$ cat src/rtl/fpcd_pkg.sv
// Types, codes and constants of the framed packet checksum deframer.
package fpcd_pkg;

	localparam int LENGTH_BITS = 16;
	localparam logic [15:0] LEN_MASK = 16'((32'd1 << LENGTH_BITS) - 32'd1);

	localparam int TDATA_W = 40;
	localparam int TUSER_W = 3;

	localparam logic [1:0] CFG_HEADER_FIRST  = 2'd0;
	localparam logic [1:0] CFG_HEADER_SECOND = 2'd1;
	localparam logic [1:0] CFG_MAX_PAYLOAD   = 2'd2;

	localparam logic [7:0]  RST_HEADER_FIRST  = 8'h75;
	localparam logic [7:0]  RST_HEADER_SECOND = 8'h65;
	localparam logic [15:0] RST_MAX_PAYLOAD   = 16'hFFFF;

	typedef enum logic [2:0] {
		PH_HUNT1, PH_HUNT2, PH_DESC, PH_LENHI, PH_LENLO, PH_PAYLOAD, PH_CK1, PH_CK2
	} phase_t;

	typedef enum logic [2:0] {
		KIND_DISCARD = 3'd0,
		KIND_HEADER  = 3'd1,
		KIND_DESC    = 3'd2,
		KIND_LENGTH  = 3'd3,
		KIND_PAYLOAD = 3'd4,
		KIND_CHECK   = 3'd5
	} kind_t;

	typedef enum logic [1:0] {
		ST_PROGRESS = 2'd0,
		ST_OK       = 2'd1,
		ST_MISMATCH = 2'd2,
		ST_TOOLONG  = 2'd3
	} status_t;

	typedef struct packed {
		logic [7:0]  header_first;
		logic [7:0]  header_second;
		logic [15:0] max_payload;
	} cfg_t;

	typedef struct packed {
		logic [15:0] length;
		logic [7:0]  descriptor;
		status_t     status;
		logic        frame_end;
		kind_t       kind;
		logic [7:0]  data;
	} result_t;

endpackage

$ cat src/rtl/fpcd_parser.sv
// Frame state machine with Fletcher-style sums taken modulo 256; produces the result for one byte.
module fpcd_parser
	import fpcd_pkg::*;
(
	input  logic       clk,
	input  logic       arst_n,
	input  logic       step_en,
	input  logic [7:0] in_byte,
	input  cfg_t       cfg,
	output result_t    result
);

	phase_t      phase_q, phase_d;
	logic [15:0] remaining_q, remaining_d;
	logic [15:0] declared_q, declared_d;
	logic [7:0]  sum1_q, sum1_d;
	logic [7:0]  sum2_q, sum2_d;
	logic [7:0]  desc_q, desc_d;
	logic        ck1_ok_q, ck1_ok_d;
	logic [7:0]  acc1, acc2;
	logic [15:0] len_lo;

	assign acc1   = sum1_q + in_byte;
	assign acc2   = sum2_q + acc1;
	assign len_lo = (declared_q | {8'd0, in_byte}) & LEN_MASK;

	always_ff @(posedge clk or negedge arst_n) begin
		if (!arst_n) begin
			phase_q     <= PH_HUNT1;
			remaining_q <= '0;
			declared_q  <= '0;
			sum1_q      <= '0;
			sum2_q      <= '0;
			desc_q      <= '0;
			ck1_ok_q    <= 1'b0;
		end else if (step_en) begin
			phase_q     <= phase_d;
			remaining_q <= remaining_d;
			declared_q  <= declared_d;
			sum1_q      <= sum1_d;
			sum2_q      <= sum2_d;
			desc_q      <= desc_d;
			ck1_ok_q    <= ck1_ok_d;
		end
	end

	always_comb begin
		phase_d     = phase_q;
		remaining_d = remaining_q;
		declared_d  = declared_q;
		sum1_d      = sum1_q;
		sum2_d      = sum2_q;
		desc_d      = desc_q;
		ck1_ok_d    = ck1_ok_q;
		result.data       = in_byte;
		result.kind       = KIND_DISCARD;
		result.frame_end  = 1'b0;
		result.status     = ST_PROGRESS;
		result.descriptor = '0;
		result.length     = '0;
		unique case (phase_q)
			PH_HUNT1: begin
				if (in_byte == cfg.header_first) begin
					result.kind = KIND_HEADER;
					sum1_d      = in_byte;
					sum2_d      = in_byte;
					phase_d     = PH_HUNT2;
				end
			end
			PH_HUNT2: begin
				if (in_byte == cfg.header_second) begin
					result.kind = KIND_HEADER;
					sum1_d      = acc1;
					sum2_d      = acc2;
					phase_d     = PH_DESC;
				end else if (in_byte == cfg.header_first) begin
					result.kind = KIND_HEADER;
					sum1_d      = in_byte;
					sum2_d      = in_byte;
				end else begin
					phase_d = PH_HUNT1;
				end
			end
			PH_DESC: begin
				result.kind = KIND_DESC;
				desc_d      = in_byte;
				sum1_d      = acc1;
				sum2_d      = acc2;
				phase_d     = PH_LENHI;
			end
			PH_LENHI: begin
				result.kind = KIND_LENGTH;
				declared_d  = {in_byte, 8'd0};
				sum1_d      = acc1;
				sum2_d      = acc2;
				phase_d     = PH_LENLO;
			end
			PH_LENLO: begin
				result.kind = KIND_LENGTH;
				declared_d  = len_lo;
				sum1_d      = acc1;
				sum2_d      = acc2;
				if (len_lo > cfg.max_payload) begin
					result.frame_end  = 1'b1;
					result.status     = ST_TOOLONG;
					result.descriptor = desc_q;
					result.length     = len_lo;
					phase_d           = PH_HUNT1;
				end else if (len_lo == 16'd0) begin
					phase_d = PH_CK1;
				end else begin
					remaining_d = len_lo;
					phase_d     = PH_PAYLOAD;
				end
			end
			PH_PAYLOAD: begin
				result.kind = KIND_PAYLOAD;
				sum1_d      = acc1;
				sum2_d      = acc2;
				remaining_d = remaining_q - 16'd1;
				if (remaining_q == 16'd1) begin
					phase_d = PH_CK1;
				end
			end
			PH_CK1: begin
				result.kind = KIND_CHECK;
				ck1_ok_d    = (in_byte == sum1_q);
				phase_d     = PH_CK2;
			end
			PH_CK2: begin
				result.kind       = KIND_CHECK;
				result.frame_end  = 1'b1;
				result.status     = (ck1_ok_q && in_byte == sum2_q) ? ST_OK : ST_MISMATCH;
				result.descriptor = desc_q;
				result.length     = declared_q;
				phase_d           = PH_HUNT1;
			end
			default: begin
				phase_d = PH_HUNT1;
			end
		endcase
	end

endmodule

$ cat src/rtl/framed_packet_checksum_deframer.sv
// Top level of the framed packet checksum deframer.
// Each accepted byte passes an input register and then a result register on its way out.
// Throughput: one byte per cycle, sustained while the output side takes results.
// The frame state machine and both 8-bit sums update once per byte, as it advances.
// Reset (arst_n low, asynchronous): hunting for the first header byte, sums cleared,
// no result held, header bytes 0x75/0x65 and maximum payload 65535.
module framed_packet_checksum_deframer
	import fpcd_pkg::*;
(
	input  logic               clk,
	input  logic               arst_n,
	input  logic               s_tvalid,
	output logic               s_tready,
	input  logic [7:0]         s_tdata,  // [7:0] in_byte
	output logic               m_tvalid,
	input  logic               m_tready,
	output logic [TDATA_W-1:0] m_tdata,  // [7:0] out_byte, [9:8] frame_status,
	                                     // [17:10] frame_descriptor,
	                                     // [33:18] frame_payload_length, rest zero
	output logic [TUSER_W-1:0] m_tuser,  // [2:0] byte_kind
	output logic               m_tlast,  // frame_end
	input  logic               cfg_we,
	input  logic [1:0]         cfg_index,
	input  logic [15:0]        cfg_data
);

	cfg_t       cfg_q;
	logic       valid_s1;
	logic [7:0] byte_s1;
	logic       m_valid_q;
	result_t    res_q;
	result_t    res;
	logic       advance;

	assign advance  = valid_s1 && (!m_valid_q || m_tready);
	assign s_tready = !valid_s1 || advance;

	always_ff @(posedge clk or negedge arst_n) begin
		if (!arst_n) begin
			cfg_q.header_first  <= RST_HEADER_FIRST;
			cfg_q.header_second <= RST_HEADER_SECOND;
			cfg_q.max_payload   <= RST_MAX_PAYLOAD;
		end else if (cfg_we) begin
			unique case (cfg_index)
				CFG_HEADER_FIRST:  cfg_q.header_first  <= cfg_data[7:0];
				CFG_HEADER_SECOND: cfg_q.header_second <= cfg_data[7:0];
				CFG_MAX_PAYLOAD:   cfg_q.max_payload   <= cfg_data;
				default: ;
			endcase
		end
	end

	always_ff @(posedge clk or negedge arst_n) begin
		if (!arst_n) begin
			valid_s1  <= 1'b0;
			m_valid_q <= 1'b0;
		end else begin
			if (s_tready) begin
				valid_s1 <= s_tvalid;
			end
			if (!m_valid_q || m_tready) begin
				m_valid_q <= valid_s1;
			end
		end
	end

	always_ff @(posedge clk) begin
		if (s_tvalid && s_tready) begin
			byte_s1 <= s_tdata;
		end
		if (advance) begin
			res_q <= res;
		end
	end

	fpcd_parser u_parser (
		.clk     (clk),
		.arst_n  (arst_n),
		.step_en (advance),
		.in_byte (byte_s1),
		.cfg     (cfg_q),
		.result  (res)
	);

	assign m_tvalid = m_valid_q;
	assign m_tdata  = {6'd0, res_q.length, res_q.descriptor, res_q.status, res_q.data};
	assign m_tuser  = res_q.kind;
	assign m_tlast  = res_q.frame_end;

endmodule

$ cat config.mk
export PLATFORM = sky130hd
export DESIGN_NAME = framed_packet_checksum_deframer
export DESIGN_NICKNAME = d
export VERILOG_FILES = /design/src/rtl/fpcd_pkg.sv /design/src/rtl/fpcd_parser.sv /design/src/rtl/framed_packet_checksum_deframer.sv
export SDC_FILE = /design/constraint.sdc
export NUM_CORES = 1
export LEC_CHECK = 0
export BUFFER_PORTS_ARGS = -buffer_cell sky130_fd_sc_hd__buf_4
export CORE_MARGIN = 5
export CORE_UTILIZATION = 45
export DETAILED_ROUTE_END_ITERATION = 10
export SLEW_MARGIN = 5
export SYNTH_ARGS = -nofsm -noshare
export SYNTH_HDL_FRONTEND = slang
export SYNTH_SLANG_ARGS = --single-unit
$ cat constraint.sdc
create_clock -name clk -period 3.8 [get_ports clk]
set_clock_uncertainty 0.05 [all_clocks]
set_input_delay 0.19 -clock clk [delete_from_list [all_inputs] [get_ports clk]]
set_output_delay 0.19 -clock clk [all_outputs]
set_load 0.05 [all_outputs]
==> impl_metrics.env, run 1 <==
export IMPL_cpLargestDelayFamily="compound AO/OA/AOI/OAI gates"
export IMPL_finalCritPeriodShare=0.853
export IMPL_start_util=0.453
export IMPL_ant_nets=0
export IMPL_leakage_nw=3.82
export IMPL_p_per_area_nw_per_um2=765
export IMPL_numClockSinks=140
export IMPL_clk_latency_ps=430
export IMPL_area_growth_pct=21.3
export IMPL_irDropWorstVdd_mv=0.582
export IMPL_dieArea_sq_um=19200
export IMPL_maxSlewHeadroom=0.226
export IMPL_gp_congestion=0.899
export IMPL_avgSynthCellArea_sq_um=11.0
export IMPL_worstSetupPathType="reg -> reg"
export IMPL_cts_root_buf="clkbuf_16"
export IMPL_row_count=47
export IMPL_worst_endpoint_arrival_ps=3510
export IMPL_wl_per_cell_um=19.2
export IMPL_cts_resized=0
export IMPL_rsz0062_at_grt="false"
export IMPL_syn_area_sq_um=7430
export IMPL_layout_common_cells="buf_4, dfrtp_1, nand2_1"
export IMPL_final_core_util=0.550
export IMPL_crit_path_start_kind="flip-flop"
export IMPL_final_common_cell="buf_4"
export IMPL_maxCapViolCount=0
export IMPL_grt_remaining_overflow=0
export IMPL_ys_warn_count=0
export IMPL_endpoint_kind="flip-flop"
export IMPL_worstPathRequired_ps=4070
export IMPL_die_w_um=139
export IMPL_wl_um=19400
export IMPL_cts_htree_levels=4
export IMPL_drive_above_1_share=0.243
export IMPL_setup_tns_ps=0
export IMPL_max_slew_worst_pin_slew_ps=1160
export IMPL_synth_seq_area_share=0.506
export IMPL_final_seq_area_sq_um=3760
export IMPL_crit_slowest_cell="fa_1"
export IMPL_grt_pass1_vias=5681
export IMPL_route_detailed_drc=0
export IMPL_syn_inst=676
export IMPL_fin_nets=841
export IMPL_grt_use_total=0.206
export IMPL_dp_hpwl_um=13600
export IMPL_io_pins=77
export IMPL_drt_iter0_markers=542
export IMPL_viasPerCell=5.65
export IMPL_setup_viol=0
export IMPL_critPathMaxFanout=6
export IMPL_cts_setup_buffers=0
export IMPL_crit_chain="ha_1 > fa_1 > a21o_1 > a21oi_1 > o21bai_1 > a21oi_1 > xnor2_1 > ha_1 > nor2b_1 > nor2_1 > a21oi_1 > xnor3_1 > a222oi_1"
export IMPL_ctsHoldBuffers=27
export IMPL_multi_input_area_sq_um=3310
export IMPL_critical_path_buf_inv_count=0
export IMPL_synth_top_cell_by_area="dfrtp_1"
export IMPL_fmax_mhz=309
export IMPL_synth_top_area_share=0.232
export IMPL_ys_ff_latch=140
export IMPL_numCtsBuffers=17
export IMPL_cts_tree="yes"
export IMPL_fp_dieH_um=139
export IMPL_min_period_ps=3240
export IMPL_drv_slew=0
export IMPL_grt_pass1_wl_um=31300
export IMPL_clkSlewWorstSetupHoldPaths_ps=60
export IMPL_num_vias=5703
export IMPL_crit_top_cell="a21oi_1"
export IMPL_ys_types=71
export IMPL_diodes=0
export IMPL_final_cells=1009
export IMPL_grt_max_degree=65
export IMPL_status="finished, final reports clean"
export IMPL_grt_antenna_before_repair=0
export IMPL_hold_viol=0
export IMPL_first_pass_iters=8
export IMPL_max_stage_delay_ps=410
export IMPL_synth_edf_count=46
export IMPL_portBuffers=70
export IMPL_hp_class="in -> reg"
export IMPL_clockBufferDepth=2
export IMPL_fillers=1436
export IMPL_place_inst=950
export IMPL_ys_flop_type="dfrtp_1"
export IMPL_async_reset_ff_frac=0.671
export IMPL_ys_top_cells_by_area="dfrtp_1, edfxtp_1, dfstp_2"
export IMPL_core_area_sq_um=16400
## worst paths after layout
kind / startpoint / endpoint / slack (ps) / cells past startpoint
min in group asynchronous: arst_n / u_parser.remaining_q[3] / 390 / 2
max reg2reg: byte_s1[0] / u_parser.sum2_q[7] / 560 / 13
max: byte_s1[0] / u_parser.sum2_q[7] / 560 / 13
max in group asynchronous: arst_n / u_parser.declared_q[4] / 2520 / 3
min: cfg_index[0] / cfg_q[24] / 240 / 3
min reg2reg: valid_s1 / m_tvalid / 450 / 1
## synthesized netlist by cell type (7+ instances only)
library cell / count
a31oi_1: 14
xor2_1: 16
mux2_2: 40
a221o_1: 7
a21oi_1: 33
edfxtp_1: 46
xnor2_1: 16
o21ai_0: 41
buf_4: 9
ha_1: 32
nand3_1: 9
inv_1: 39
nand4_1: 9
nor2b_1: 8
dfstp_2: 25
a21o_1: 10
nand2_1: 51
o22ai_1: 9
nor3b_1: 20
dfrtp_1: 69
clkbuf_1: 18
nor2_1: 27
nor3_1: 17
nor4_1: 11
## cell type report
type | count | share of cell area
tap | 220 | 0.0305
clock buffer | 19 | 0.0480
multi-input combinational | 461 | 0.367
sequential | 140 | 0.418
timing repair buffer | 115 | 0.105
inverter | 41 | 0.0171
clock inverter | 13 | 0.0155
## registers in the layout, indices dropped and copies added (netlist names)
name                  flops
u_parser.phase_q          3
m_tuser                   3
valid_s1                  1
u_parser.sum2_q           8
u_parser.sum1_q           8
u_parser.desc_q           8
u_parser.ck1_ok_q         1
byte_s1                   8
cfg_q                    32
m_tdata                  34
m_tlast                   1
u_parser.remaining_q     16
m_tvalid                  1
u_parser.declared_q      16
## report_power, final
group          leakage (nW)  switching, mW  total [mW]  internal (mW)
Sequential             1.56          0.425        2.46           2.03
Combinational          1.99           1.62        2.81           1.19
Clock                 0.272          0.660        1.63          0.969
Total                  3.82           2.71        6.90           4.19
## worst min-delay path, delay by kind of cell
family / cells / cell delay, ps
buf+inv: 1 / 90
mux: 1 / 270
simple gates: 1 / 150
## stage by stage
stage                     cell area (sq um)  setup slack (ps)  hold slack (ps)  power (mW)
after floorplan                        7450               714             -156        4.49
after global placement                 8170               662              304        5.14
after detailed placement               8170               594              314        5.23
after CTS                              9020               565              243        6.91
after global routing                   9020               362              267        7.33
final                                  9020               560              241        6.90
## logic make-up after synthesis
| group | share of synthesized area |
|---|---|
| simple gates | 0.128 |
| other cells | 0.000504 |
| compound gates | 0.149 |
| xor+xnor | 0.0407 |
| fa+ha+maj | 0.0592 |
| buf+inv | 0.0520 |
| flops | 0.506 |
| mux | 0.0640 |
## routing by layer
metal / vias to the layer above / global-route usage / share of wire
met5: - / 0 / 0
met3: 27 / 0.0386 / 0.056
met4: 0 / 0.0764 / 0.021
met1: 2806 / 0.283 / 0.45
li1: 2673 / - / -
met2: 197 / 0.326 / 0.48
Note: power is estimated with default switching activity, not from simulation.
==> run 2, diff against run 1 <==
--- a/config.mk
+++ b/config.mk
@@ -9,6 +9,7 @@
 export CORE_MARGIN = 5
 export CORE_UTILIZATION = 45
 export DETAILED_ROUTE_END_ITERATION = 10
+export MAX_ROUTING_LAYER = met4
 export SLEW_MARGIN = 5
 export SYNTH_ARGS = -nofsm -noshare
 export SYNTH_HDL_FRONTEND = slang
==> run 2 against run 1 <==
  * Hold slack lost 89 ps
  * Sequential power barely moved
  * Clock power barely moved
  * Final area stayed put
  * Critical path type unchanged
  * Largest cell class unchanged
  * Largest power group unchanged
  * Highest routed layer unchanged
==> impl_metrics.env, run 2 (synthesis results as in run 1) <==
export IMPL_viasPerCell=5.64
export IMPL_p_per_area_nw_per_um2=759
export IMPL_clk_latency_ps=430
export IMPL_worst_endpoint_arrival_ps=3560
export IMPL_dp_hpwl_um=13400
export IMPL_wl_per_cell_um=18.7
export IMPL_whs_ps=153
export IMPL_cts_setup_buffers=0
export IMPL_diodes=0
export IMPL_crit_slowest_cell="fa_1"
export IMPL_grt_remaining_overflow=0
export IMPL_crit_top_cell="a21oi_1"
export IMPL_row_count=47
export IMPL_drv_slew=0
export IMPL_numCtsBuffers=17
export IMPL_maxSlewHeadroom=0.217
export IMPL_route_detailed_drc=0
export IMPL_cpLargestDelayFamily="compound AO/OA/AOI/OAI gates"
export IMPL_grt_pass1_wl_um=31200
export IMPL_fp_dieH_um=139
export IMPL_first_pass_iters=5
export IMPL_start_util=0.453
export IMPL_fin_nets=842
export IMPL_crit_path_start_kind="flip-flop"
export IMPL_critPathMaxFanout=6
export IMPL_wl_um=18900
export IMPL_cts_resized=0
export IMPL_final_common_cell="buf_4"
export IMPL_grt_pass1_vias=5758
export IMPL_ant_nets=0
export IMPL_gp_congestion=0.887
export IMPL_max_stage_delay_ps=420
export IMPL_max_slew_worst_pin_slew_ps=1170
export IMPL_worstPathRequired_ps=4070
export IMPL_fmax_mhz=304
export IMPL_fillers=1424
export IMPL_largest_reg_flops=34
export IMPL_die_w_um=139
export IMPL_cts_tree="yes"
export IMPL_hold_viol=0
export IMPL_grt_antenna_before_repair=0
export IMPL_hp_class="in -> async"
export IMPL_dieArea_sq_um=19200
export IMPL_grt_max_degree=43
export IMPL_setup_tns_ps=0
export IMPL_numClockSinks=140
export IMPL_min_period_ps=3290
export IMPL_grt_use_total=0.210
export IMPL_num_vias=5701
export IMPL_maxCapViolCount=0
export IMPL_cts_root_buf="clkbuf_16"
export IMPL_crit_chain="ha_1 > fa_1 > a21o_1 > a21oi_1 > o21bai_1 > a21oi_1 > xnor2_1 > ha_1 > nor2b_1 > nor2_1 > a21oi_1 > xnor3_1 > a222oi_1"
export IMPL_leakage_nw=3.84
export IMPL_multi_input_area_sq_um=3310
export IMPL_area_growth_pct=21.3
export IMPL_critical_path_buf_inv_count=0
export IMPL_io_pins=77
export IMPL_layout_common_cells="buf_4, dfrtp_1, nand2_1"
export IMPL_core_area_sq_um=16400
export IMPL_finalCritPeriodShare=0.866
export IMPL_clockBufferDepth=2
export IMPL_portBuffers=70
export IMPL_worstSetupPathType="reg -> reg"
export IMPL_drive_above_1_share=0.248
export IMPL_rsz0062_at_grt="false"
export IMPL_irDropWorstVdd_mv=0.483
export IMPL_clkSlewWorstSetupHoldPaths_ps=60
export IMPL_drt_iter0_markers=393
export IMPL_final_seq_area_sq_um=3760
export IMPL_status="finished, final reports clean"
export IMPL_setup_viol=0
export IMPL_endpoint_kind="flip-flop"
export IMPL_cts_htree_levels=4
## run 2: what timing repair did
| action | 4_1_cts | 5_1_grt |
|---|---|---|
| endpoints found under the setup margin | 0 | 0 |
| endpoints found under the hold margin | 63 | 0 |
| hold buffers | 27 | 0 |
## run 2: path summary, 6_finish.rpt
check                                          end               from  slack [ps]  cells past startpoint
worst max register to register  u_parser.sum2_q[7]         byte_s1[0]         510                     13
worst min register to register   u_parser.ck1_ok_q  u_parser.ck1_ok_q         430                      2
worst min-delay path                     cfg_q[31]             arst_n         150                      2
max in group asynchronous                cfg_q[11]             arst_n        2730                      3
min in group clk                         cfg_q[27]       cfg_index[0]         240                      3
worst max-delay path            u_parser.sum2_q[7]         byte_s1[0]         510                     13
## run 2: where the power goes
group	leakage, nW	internal (mW)	switching (mW)
clock	0.288	0.923	0.707
sequential	1.56	2.03	0.419
combinational	1.99	1.17	1.60
## run 2: worst register-to-register path, cell delays in order, from the launching register on
cell      delay, ps
edfxtp_1        400
ha_1            250
fa_1            420
a21o_1          200
a21oi_1         240
o21bai_1        100
a21oi_1         200
xnor2_1         120
ha_1            380
nor2b_1         150
nor2_1           40
a21oi_1         170
xnor3_1         240
a222oi_1        230
## run 2: cell type report
| class | count | share of cell area |
|---|---|---|
| sequential | 140 | 0.418 |
| multi-input combinational | 461 | 0.367 |
| timing repair buffer | 116 | 0.104 |
| clock buffer | 17 | 0.0472 |
| tap | 220 | 0.0305 |
| inverter | 41 | 0.0171 |
| clock inverter | 15 | 0.0169 |
## run 2: layer usage
metal  up-vias  routed length [um]  GRT usage
met5         -                   0          -
met4         0                 379     0.0728
met3        35                1060     0.0424
met2       181                8940      0.322
met1      2817                8510      0.280
li1       2668                   -          -
## run 2: per-stage QoR
stage,total power [mW],util,setup slack (ps),area (sq um),std cells
after global routing,7.32,0.550,321,9020,1010
after floorplan,4.49,-,714,7450,681
final,6.85,0.550,510,9020,1010
after global placement,5.09,0.498,648,8170,951
after CTS,6.86,0.550,508,9020,1010
after detailed placement,5.19,0.498,548,8170,951
==> run 3, diff against run 2 <==
--- a/config.mk
+++ b/config.mk
@@ -6,11 +6,13 @@
 export NUM_CORES = 1
 export LEC_CHECK = 0
 export BUFFER_PORTS_ARGS = -buffer_cell sky130_fd_sc_hd__buf_4
-export CORE_MARGIN = 5
-export CORE_UTILIZATION = 45
+export CORE_MARGIN = 2
+export CORE_UTILIZATION = 59
 export DETAILED_ROUTE_END_ITERATION = 10
 export MAX_ROUTING_LAYER = met4
+export PLACE_DENSITY = 0.8
 export SLEW_MARGIN = 5
 export SYNTH_ARGS = -nofsm -noshare
 export SYNTH_HDL_FRONTEND = slang
 export SYNTH_SLANG_ARGS = --single-unit
+export TNS_END_PERCENT = 1
==> run 3 against run 2 <==
  * Critical path depth is 3 lower
  * Global-route usage grew 9.7 points
  * Setup slack gained 38 ps
  * Fmax increased by 1.2%
  * Final cell count is 5.0% lower
  * First-iteration DRC count is 51% higher
  * Highest routed layer unchanged
  * Via count increased by 4.1%
  * Non-clock buffer count shrank 2
  * Flip-flop and latch count stayed put
  * Clock-buffer cell count rose by 2
  * Sequential share of layout area is 0.18 points lower
==> impl_metrics.env, run 3 (synthesis results as in run 1) <==
export IMPL_status="finished, final reports clean"
export IMPL_fin_nets=840
export IMPL_r2r_cells=10
export IMPL_maxCapViolCount=0
export IMPL_p_per_area_nw_per_um2=802
export IMPL_portBuffers=70
export IMPL_grt_pass1_vias=5746
export IMPL_ctsHoldBuffers=27
export IMPL_endpoint_kind="flip-flop"
export IMPL_critPathMaxFanout=12
export IMPL_wl_per_cell_um=19.9
export IMPL_gp_congestion=0.985
export IMPL_seq_power_share=0.339
export IMPL_area_growth_pct=21.8
export IMPL_dieArea_sq_um=13500
export IMPL_start_util=0.596
export IMPL_min_period_ps=3250
export IMPL_ant_nets=0
export IMPL_cts_tree="yes"
export IMPL_maxSlewHeadroom=0.224
export IMPL_crit_chain="nor2_1 > inv_1 > ha_1 > a21o_1 > nand3_1 > a2111oi_0 > o31a_1 > buf_4 > a21boi_4 > mux2_4"
export IMPL_grt_antenna_before_repair=0
export IMPL_drive_above_1_share=0.244
export IMPL_num_vias=5934
export IMPL_grt_remaining_overflow=0
export IMPL_p_comb_frac=0.389
export IMPL_finalCritPeriodShare=0.856
export IMPL_rsz0062_at_grt="false"
export IMPL_drv_slew=0
export IMPL_viasPerCell=6.18
export IMPL_setup_viol=0
export IMPL_hold_viol=0
export IMPL_worst_endpoint_arrival_ps=3510
export IMPL_row_count=41
export IMPL_grt_max_degree=74
export IMPL_clockBufferDepth=2
export IMPL_max_stage_delay_ps=660
export IMPL_fp_dieH_um=116
export IMPL_crit_path_start_kind="flip-flop"
export IMPL_cpLargestDelayFamily="compound AO/OA/AOI/OAI gates"
export IMPL_leakage_nw=3.88
export IMPL_p_sw_frac=0.379
export IMPL_cts_htree_levels=4
export IMPL_cts_resized=0
export IMPL_grt_use_total=0.307
export IMPL_core_area_sq_um=12500
export IMPL_switching_power_mw=2.76
export IMPL_largest_reg_flops=34
export IMPL_layout_common_cells="buf_4, dfrtp_1, nand2_1"
export IMPL_clk_latency_ps=440
export IMPL_irDropWorstVdd_mv=0.673
export IMPL_diodes=0
export IMPL_numClockSinks=140
export IMPL_cts_setup_buffers=0
export IMPL_max_slew_worst_pin_slew_ps=1160
export IMPL_clkPwrFrac=0.271
export IMPL_grt_pass1_wl_um=30200
export IMPL_numCtsBuffers=17
export IMPL_cts_root_buf="clkbuf_16"
export IMPL_cp_depth=10
export IMPL_hp_class="in -> reg"
export IMPL_wl_um=19100
export IMPL_setup_tns_ps=0
export IMPL_die_w_um=116
export IMPL_dp_hpwl_um=12800
export IMPL_route_detailed_drc=0
export IMPL_finalPower_mw=7.27
export IMPL_io_pins=77
export IMPL_crit_slowest_cell="a2111oi_0"
export IMPL_worstPathRequired_ps=4060
export IMPL_internal_power_mw=4.51
export IMPL_first_pass_iters=6
export IMPL_drt_iter0_markers=594
export IMPL_final_common_cell="buf_4"
export IMPL_fmax_mhz=307
export IMPL_clkSlewWorstSetupHoldPaths_ps=60
export IMPL_stdcell_area_sq_um=9060
export IMPL_placed_area_sq_um=8090
export IMPL_worstSetupPathType="reg -> reg"
export IMPL_critical_path_buf_inv_count=2
export IMPL_hold_depth=3
[run 3: changes by cell type in the layout (fill, tap and decap cells not counted)]
cell,previous run,this run
bufinv_16,1,7
clkinv_4,5,0
buf_4,89,87
clkbuf_1,0,2
inv_8,3,1
clkinv_2,2,1
clkinvlp_4,0,1
inv_6,4,3
[run 3: power by group through the flow]
stage / Combinational (mW) / Clock (mW) / Sequential (mW)
floorplan: 2.05 / 0 / 2.44
global placement: 2.59 / 0 / 2.44
detailed placement: 2.72 / 0 / 2.46
CTS: 2.79 / 1.98 / 2.45
global route: 3.08 / 2.04 / 2.52
finish: 2.83 / 1.97 / 2.47
[run 3: path summary, 6_finish.rpt]
path | startpoint | end | slack, ps
min | cfg_index[1] | cfg_q[27] | 240
max reg2reg | u_parser.declared_q[5] | u_parser.remaining_q[1] | 550
max in group asynchronous | arst_n | cfg_q[16] | 2350
max | u_parser.declared_q[5] | u_parser.remaining_q[1] | 550
min in group asynchronous | arst_n | u_parser.sum2_q[6] | 420
min reg2reg | u_parser.ck1_ok_q | u_parser.ck1_ok_q | 430
[run 3: cell type report]
class,instances,area [sq um]
Clock buffer,19,433
Clock inverter,13,260
Fill cell,855,3410
Inverter,41,154
Multi-Input combinational cell,461,3310
Sequential cell,140,3760
Tap cell,172,215
Timing Repair Buffer,114,923
[run 3: stage by stage]
stage	instances	util	worst slack, ps	hold WS (ps)
3_3_place_gp	901	0.649	654	320
4_1_cts	960	0.727	560	237
5_1_grt	960	0.727	281	253
6_report	960	0.727	548	240
2_1_floorplan	681	-	714	-156
3_5_place_dp	901	0.649	589	320
[run 3: worst reg2reg max path: cells and delay by family (launching register included)]
kind                       cells  cell delay (ps)
and+or+nand+nor                2              260
buffers and inverters          2              320
muxes                          1              320
adders and majority gates      1              310
DFF                            1              430
AOI/OAI and AO/OA              4             1450
[run 3: layer usage]
| layer | GRT usage | up-vias | share of wire |
|---|---|---|---|
| met5 | - | - | 0 |
| met4 | 0.121 | 0 | 0.031 |
| met3 | 0.0706 | 54 | 0.079 |
| met2 | 0.471 | 335 | 0.48 |
| met1 | 0.400 | 2876 | 0.41 |
| li1 | - | 2669 | - |
